==> src/design/rtml_pkg.sv <==
`default_nettype none

package rtml_pkg;

   // Table geometry and fixed protocol values
   localparam int unsigned TABLE_DEPTH_DEFAULT = 16;
   localparam logic [7:0]  PROTO_UDP           = 8'd17;
   localparam logic [15:0] METRIC_LIMIT_RESET  = 16'd10000;

   // Request commands
   localparam logic CMD_LOOKUP = 1'b0;
   localparam logic CMD_UPDATE = 1'b1;

   // Response status codes
   localparam logic [2:0] STAT_FORWARDED   = 3'd0;
   localparam logic [2:0] STAT_TTL_EXPIRED = 3'd1;
   localparam logic [2:0] STAT_NO_ROUTE    = 3'd2;
   localparam logic [2:0] STAT_NOT_UDP     = 3'd3;
   localparam logic [2:0] STAT_UPDATED     = 3'd4;
   localparam logic [2:0] STAT_INSERTED    = 3'd5;
   localparam logic [2:0] STAT_TABLE_FULL  = 3'd6;

   typedef struct packed {
      logic        cmd;
      logic [7:0]  protocol;
      logic [31:0] dest_addr;
      logic [7:0]  ttl_in;
      logic [1:0]  in_port;
      logic [31:0] route_net;
      logic [31:0] route_mask;
      logic [15:0] route_metric;
   } req_type;

   typedef struct packed {
      logic [2:0]  status;
      logic [1:0]  egress_port;
      logic [7:0]  ttl_out;
      logic [15:0] best_metric;
   } rsp_type;

   // One route as stored in the table memory
   typedef struct packed {
      logic [31:0] network;
      logic [31:0] mask;
      logic [1:0]  port;
      logic [15:0] metric;
   } entry_type;

   typedef enum logic [1:0] {
      S_IDLE,
      S_WALK,
      S_LAST,
      S_FINISH
   } state_type;

endpackage

`default_nettype wire

==> src/design/route_table_metric_lookup.sv <==
// The table is walked through S_WALK, one read per route held (up to TABLE_DEPTH),
// then S_LAST and S_FINISH; non-UDP requests, expired lookup TTLs and an empty table
// go straight to S_FINISH, which waits while the response register stays full, then registers it.
// One request is in flight at a time: the next is accepted once the block is idle
// again; the single read port, one entry per cycle, sets the walk rate.
// Reset (sync, active high) empties the table, sets metric_limit to 10000; memory not cleared.
`default_nettype none

module route_table_metric_lookup
   import rtml_pkg::*;
#(
   parameter int unsigned TABLE_DEPTH = TABLE_DEPTH_DEFAULT
) (
   input  wire logic        clock,
   input  wire logic        reset,
   input  wire logic        req_valid,
   output logic             req_ready,
   input  wire req_type     req_data,
   output logic             rsp_valid,
   input  wire logic        rsp_ready,
   output rsp_type          rsp_data,
   input  wire logic        csr_wr_en,
   input  wire logic [15:0] csr_wr_data
);

   localparam int unsigned IDX_W = $clog2(TABLE_DEPTH);
   localparam int unsigned CNT_W = $clog2(TABLE_DEPTH + 1);

   // Route memory, one entry per route
   entry_type entry_mem [TABLE_DEPTH];

   state_type         state_ff, state_in;
   req_type           req_ff, req_in;
   logic [IDX_W-1:0]  idx_ff, idx_in;
   logic [CNT_W-1:0]  count_ff, count_in;
   logic [15:0]       limit_ff, limit_in;
   logic [15:0]       best_ff, best_in;
   logic [1:0]        port_ff, port_in;
   logic              found_ff, found_in;
   logic              hit_ff, hit_in;
   logic [IDX_W-1:0]  hit_idx_ff, hit_idx_in;
   entry_type         hit_entry_ff, hit_entry_in;
   logic              rsp_valid_ff, rsp_valid_in;
   rsp_type           rsp_data_ff, rsp_data_in;
   logic              rd_valid_ff, rd_valid_in;
   logic [IDX_W-1:0]  rd_idx_ff;
   entry_type         rd_data_ff;

   logic              rd_issue;
   logic              mem_we;
   logic [IDX_W-1:0]  mem_waddr;
   entry_type         mem_wdata;
   logic              out_free;
   logic              table_full;
   logic              idx_last;
   logic              needs_walk;
   entry_type         new_entry;
   rsp_type           result;

   assign out_free   = !rsp_valid_ff || rsp_ready;
   assign table_full = (count_ff == CNT_W'(TABLE_DEPTH));
   assign idx_last   = (CNT_W'(idx_ff) == count_ff - CNT_W'(1));
   assign needs_walk = (req_data.protocol == PROTO_UDP)
                       && !(req_data.cmd == CMD_LOOKUP && req_data.ttl_in <= 8'd1)
                       && (count_ff != '0);

   assign new_entry.network = req_ff.route_net;
   assign new_entry.mask    = req_ff.route_mask;
   assign new_entry.port    = req_ff.in_port;
   assign new_entry.metric  = req_ff.route_metric;

   // Build the response from the request and the walk results
   always_comb begin
      result = '0;
      if (req_ff.protocol != PROTO_UDP) begin
         result.status = STAT_NOT_UDP;
      end else if (req_ff.cmd == CMD_LOOKUP) begin
         if (req_ff.ttl_in <= 8'd1) begin
            result.status = STAT_TTL_EXPIRED;
         end else if (found_ff) begin
            result.status      = STAT_FORWARDED;
            result.egress_port = port_ff;
            result.ttl_out     = req_ff.ttl_in - 8'd1;
            result.best_metric = best_ff;
         end else begin
            result.status = STAT_NO_ROUTE;
         end
      end else if (hit_ff) begin
         result.status = STAT_UPDATED;
      end else if (table_full) begin
         result.status = STAT_TABLE_FULL;
      end else begin
         result.status = STAT_INSERTED;
      end
   end

   // Compare stage, next state and control
   always_comb begin
      state_in     = state_ff;
      req_in       = req_ff;
      idx_in       = idx_ff;
      count_in     = count_ff;
      limit_in     = csr_wr_en ? csr_wr_data : limit_ff;
      best_in      = best_ff;
      port_in      = port_ff;
      found_in     = found_ff;
      hit_in       = hit_ff;
      hit_idx_in   = hit_idx_ff;
      hit_entry_in = hit_entry_ff;
      rsp_valid_in = rsp_valid_ff && !rsp_ready;
      rsp_data_in  = rsp_data_ff;
      rd_valid_in  = 1'b0;
      rd_issue     = 1'b0;
      req_ready    = 1'b0;
      mem_we       = 1'b0;
      mem_waddr    = hit_ff ? hit_idx_ff : count_ff[IDX_W-1:0];
      mem_wdata    = hit_ff ? hit_entry_ff : new_entry;

      // Evaluate the entry read in the previous cycle
      if (rd_valid_ff) begin
         if (req_ff.cmd == CMD_LOOKUP) begin
            if ((req_ff.dest_addr & rd_data_ff.mask) == (rd_data_ff.network & rd_data_ff.mask)
                && rd_data_ff.metric < best_ff) begin
               best_in  = rd_data_ff.metric;
               port_in  = rd_data_ff.port;
               found_in = 1'b1;
            end
         end else if (rd_data_ff.network == req_ff.route_net
                      && rd_data_ff.mask == req_ff.route_mask) begin
            hit_in       = 1'b1;
            hit_idx_in   = rd_idx_ff;
            hit_entry_in = rd_data_ff;
            if (rd_data_ff.port == req_ff.in_port) begin
               hit_entry_in.metric = req_ff.route_metric;
            end else if (rd_data_ff.metric > req_ff.route_metric) begin
               hit_entry_in.metric = req_ff.route_metric;
               hit_entry_in.port   = req_ff.in_port;
            end
         end
      end

      case (state_ff)
         S_IDLE: begin
            req_ready = 1'b1;
            if (req_valid) begin
               req_in   = req_data;
               idx_in   = '0;
               best_in  = limit_ff;
               port_in  = '0;
               found_in = 1'b0;
               hit_in   = 1'b0;
               state_in = needs_walk ? S_WALK : S_FINISH;
            end
         end
         S_WALK: begin
            // Read one entry per cycle up to the last valid route
            rd_issue    = 1'b1;
            rd_valid_in = 1'b1;
            if (idx_last) begin
               state_in = S_LAST;
            end else begin
               idx_in = idx_ff + IDX_W'(1);
            end
         end
         S_LAST: begin
            state_in = S_FINISH;
         end
         S_FINISH: begin
            // Commit table changes and the response together
            if (out_free) begin
               rsp_valid_in = 1'b1;
               rsp_data_in  = result;
               state_in     = S_IDLE;
               if (req_ff.protocol == PROTO_UDP && req_ff.cmd == CMD_UPDATE) begin
                  if (hit_ff) begin
                     mem_we = 1'b1;
                  end else if (!table_full) begin
                     mem_we   = 1'b1;
                     count_in = count_ff + CNT_W'(1);
                  end
               end
            end
         end
         default: begin
            state_in = S_IDLE;
         end
      endcase
   end

   // Control registers
   always_ff @(posedge clock) begin
      if (reset) begin
         state_ff     <= S_IDLE;
         count_ff     <= '0;
         limit_ff     <= METRIC_LIMIT_RESET;
         rsp_valid_ff <= 1'b0;
         rd_valid_ff  <= 1'b0;
      end else begin
         state_ff     <= state_in;
         count_ff     <= count_in;
         limit_ff     <= limit_in;
         rsp_valid_ff <= rsp_valid_in;
         rd_valid_ff  <= rd_valid_in;
      end
   end

   // Datapath registers
   always_ff @(posedge clock) begin
      req_ff       <= req_in;
      idx_ff       <= idx_in;
      best_ff      <= best_in;
      port_ff      <= port_in;
      found_ff     <= found_in;
      hit_ff       <= hit_in;
      hit_idx_ff   <= hit_idx_in;
      hit_entry_ff <= hit_entry_in;
      rsp_data_ff  <= rsp_data_in;
      rd_idx_ff    <= idx_ff;
   end

   // Route memory: one write port, one registered read port
   always_ff @(posedge clock) begin
      if (mem_we) begin
         entry_mem[mem_waddr] <= mem_wdata;
      end
      if (rd_issue) begin
         rd_data_ff <= entry_mem[idx_ff];
      end
   end

   assign rsp_valid = rsp_valid_ff;
   assign rsp_data  = rsp_data_ff;

   // Route count never exceeds the table size
   a_count_bound: assert property (@(posedge clock) disable iff (reset)
      count_ff <= CNT_W'(TABLE_DEPTH))
      else $error("route count exceeds table depth");

   // Table writes happen only while committing a request
   a_write_finish: assert property (@(posedge clock) disable iff (reset)
      mem_we |-> (state_ff == S_FINISH && out_free))
      else $error("table write outside commit");

   // Count changes only together with a table write
   a_count_write: assert property (@(posedge clock) disable iff (reset)
      (!$past(reset) && count_ff != $past(count_ff)) |-> $past(mem_we))
      else $error("route count changed without a table write");

   // Read data is only evaluated during the walk
   a_read_walk: assert property (@(posedge clock) disable iff (reset)
      rd_valid_ff |-> (state_ff == S_WALK || state_ff == S_LAST))
      else $error("read data valid outside the walk");

   // An accepted request always leaves idle
   a_accept_busy: assert property (@(posedge clock) disable iff (reset)
      (req_valid && req_ready) |=> state_ff != S_IDLE)
      else $error("request accepted but block stayed idle");

endmodule

`default_nettype wire
==> config.mk <==
export PLATFORM = sky130hd
export DESIGN_NAME = route_table_metric_lookup
export DESIGN_NICKNAME = d
export VERILOG_FILES = /design/src/design/rtml_pkg.sv /design/src/design/route_table_metric_lookup.sv
export SDC_FILE = /design/constraint.sdc
export NUM_CORES = 2
export LEC_CHECK = 0
export CORE_AREA = 4 4 598 304
export DETAILED_ROUTE_END_ITERATION = 10
export DIE_AREA = 0 0 602 308
export DONT_BUFFER_PORTS = 1
export GPL_ROUTABILITY_DRIVEN = 0
export GPL_TIMING_DRIVEN = 0
export SLEW_MARGIN = 20
export SYNTH_ARGS = -nofsm -noshare
export SYNTH_HDL_FRONTEND = slang
export SYNTH_SLANG_ARGS = --single-unit
export TNS_END_PERCENT = 1
==> constraint.sdc <==
create_clock -name clock -period 14.02 [get_ports clock]
set_input_delay 0.701 -clock clock [delete_from_list [all_inputs] [get_ports clock]]
set_output_delay 0.701 -clock clock [all_outputs]
set_load 0.05 [all_outputs]
==> impl_metrics.toml <==
[clock_tree]
clk_pin_slew_ns = 0.07
cts_tree = "built"
htree_levels = 4
post_cts_buffers = 0
cts.sinks = 1693
clk-insertion-delay-late_ns = 0.79
cts_resized = 0
cts_buffers = 157
clockBufferDepth = 3
cts-root-buf = "clkbuf_16"

[pwr]
seqPwrFrac_pct = 46.4
report.power.total_uw = 14100
p_sw_share_pct = 30.0
max-vdd-ir-drop_mv = 0.150
internal-power_uw = 9890
p_per_area_nw_per_um2 = 184
power.switching_uw = 4230
clkPwrFrac_pct = 29.0
combPwrFrac_pct = 24.6
p_leak_uw = 0.0240

[timing]
setup_viol = 0
rsz0062_at_grt = "false"
slew_headroom_pct = 20.9
drv_slew = 0
skew_ns = 0.0471
layout_min_cycle_time_ns = 4.39
finalHoldViolCount = 0
fmax_mhz = 228
period_share_pct = 31.3
tightest_slew_ns = 1.19

[synthesis]
synth_top_area_cell = "edfxtp_1"
syn_area_um2 = 65000
ys.flop_type = "edfxtp_1"
avgSynthCellArea_um2 = 22.5
netlist.area_leader.share_pct = 76.0
ys_types = 60
ys_seq_area_share_pct = 77.5
yosys_warnings = 0
synth.area.top_cells = "edfxtp_1 76%, mux4_2 14%, dfxtp_1 1.5%"
synthCells = 2891
synth_edf_count = 1644
synthArstFlopShare_pct = 0
syn_nets = 3083
synth_seq_cells = 1693

[worst_hold_path]
hold_start = "csr_wr_data[14]"
holdPathStages = 2
worstHoldPathType = "input port to register"

[route]
drtIter0Drc = 4065
ant_nets = 0
routed_wl_um = 175000
wl_per_cell_um = 30.1
first_pass_iters = 5
vias = 32300
post-route-drc-count = 0
viasPerCell = 5.55

[setup_path]
critPathKind = "register to register"
required_ns = 14.48
critPathLaunch = "rd_data_ff[46]"
worstPathMaxFanout = 8
crit_family = "simple AND/OR/NAND/NOR gates"
cp_slowest_stage_delay_ns = 0.91
cp.depth = 10
r2r-start = "rd_data_ff[46]"
cp_cell_sequence = "xor2_1 > nor4_1 > nand4_1 > nor4_2 > buf_4 > buf_4 > buf_2 > buf_4 > buf_2 > buf_2"
cp.arrival_ns = 4.85
start_kind = "register"
crit_path_top_delay_cell = "nor4_1"
worst_setup_path_end_kind = "register"
cp_num_buf_inv = 6
reg2reg_depth = 10

[floorplanning]
initial_core_util_pct = 36.9
die_h_um = 308
row_count = 109
dieArea_um2 = 185000
pin_count = 183
core_area_um2 = 176000
die_width_um = 602

[grt]
grt_max_degree = 60
grt_use_total_pct = 18.7
first_global_vias = 32200
antenna_found_initial = 4
grt_pass1_wl_um = 247000
grt-ovfl-total = 0

[place]
portBuffers = 0
dp.cells = 5399
dp_hpwl_um = 120000

[status]
status = "completed"

[finish]
drive_above_1_share_pct = 26.3
fin_nets = 3500
stdcell_count = 5819
fillCellCount = 14800
syn_to_final_growth_pct = 18.3

[job]
drv_cap = 0
sequential cells by signal, summed over array words and instances, names as in the netlist, 2 cells and up:
signal        cells
entry_mem      1312
state_ff          2
new_entry        82
req_ff           49
hit_idx_ff        4
port_ff           2
best_ff          16
count_ff          5
rd_data_ff       82
idx_ff            4
limit_ff         16
rsp_data         29
rd_idx_ff         4
hit_entry_ff     82
layout make-up:
class,instances,area (um2),area share (%)
Antenna cell,1,2.50,0.00326
Buffer,131,594,0.773
Clock buffer,202,4120,5.36
Clock inverter,81,697,0.907
Inverter,44,165,0.215
Multi-Input combinational cell,1023,14100,18.3
Sequential cell,1693,50300,65.5
Tap cell,2386,2990,3.89
Timing Repair Buffer,258,3880,5.04
metal layers:
metal / vias to the layer above / wire length (um) / global-route usage [%]
met2: 1573 / 84300 / 30.4
met5: - / 0 / 0
li1: 13000 / - / -
met1: 17500 / 71300 / 26.1
met3: 258 / 14800 / 3.38
met4: 0 / 4940 / 5.59
power by group through the flow:
stage                     logic [uW]  registers (uW)  clock network [uW]
after global placement          3370            6710                   0
after detailed placement        3470            6660                   0
final                           3470            6560                4100
after CTS                       3520            6560                4170
after floorplan                 2310            6450                   0
after global routing            3700            6560                4390
cells in the final DEF, fill, tap and decap left out, drive strengths merged, types with 16 or more instances in the layout:
cell / instances
a21oi: 27
buf: 174
clkbuf: 281
clkinv: 58
dfxtp: 49
dlygate4sd3: 136
edfxtp: 1644
ha: 40
inv: 53
mux2: 82
mux4: 410
nand2: 36
nand4: 27
nor2: 87
nor2b: 16
nor4: 22
o21ai: 31
o31ai: 20
xnor2: 21
xor2: 91
stage by stage:
step / TNS (ns) / hold WS, ns / util, % / instance area [um2] / setup WS, ns
after detailed placement: 0 / 0.374 / 40.1 / 70600 / 9.35
after global routing: 0 / 0.0271 / 43.6 / 76800 / 9.56
after global placement: -556.24 / 0.360 / 38.6 / 68000 / -6.42
final: 0 / 0.0657 / 43.6 / 76800 / 9.63
after floorplan: 0 / 0.346 / - / 65000 / 3.96
after CTS: 0 / 0.00915 / 43.6 / 76800 / 9.32
cell usage after synthesis, types with 5 or more instances:
cell,instances
xor2_1,91
ha_1,40
o31ai_2,10
and2_1,8
mux2_1,10
nand3_1,6
o21ai_0,30
nand2_1,36
a21oi_1,27
mux2i_1,13
buf_2,35
dfxtp_1,49
mux4_2,410
nor2_1,87
nor3_1,6
a22oi_1,14
a211o_1,5
a41oi_1,8
buf_1,15
mux2_2,72
nor4_1,21
xnor2_1,21
nor2b_1,16
clkbuf_1,76
edfxtp_1,1644
o31ai_1,10
nand4_1,27
a31oi_1,11
nor3b_1,5
inv_1,44
what timing repair did:
item                                    in CTS  in global routing
endpoints found under the setup margin       0                  0
endpoints found under the hold margin      136                  0
hold buffers                               136                  0
path summary, 6_finish.rpt:
kind                      to  slack (ns)
max          hit_entry_ff[3]        9.63
min             limit_ff[14]        0.07
max reg2reg  hit_entry_ff[3]        9.63
min reg2reg    hit_idx_ff[2]        0.39
cells by family (layout without fill, tap and decap cells):
group | count (synthesis) | count (layout) | synth area share [%]
AOI/OAI and AO/OA | 134 | 134 | 1.45
xor gates and xnor gates | 112 | 112 | 1.51
adders and majority gates | 40 | 40 | 0.770
buffers and inverters | 175 | 716 | 1.13
DFF | 1693 | 1693 | 77.5
muxes | 505 | 505 | 15.8
other | 0 | 1 | 0
and+or+nand+nor | 232 | 232 | 1.81
Note: power is estimated with default switching activity, not from simulation.
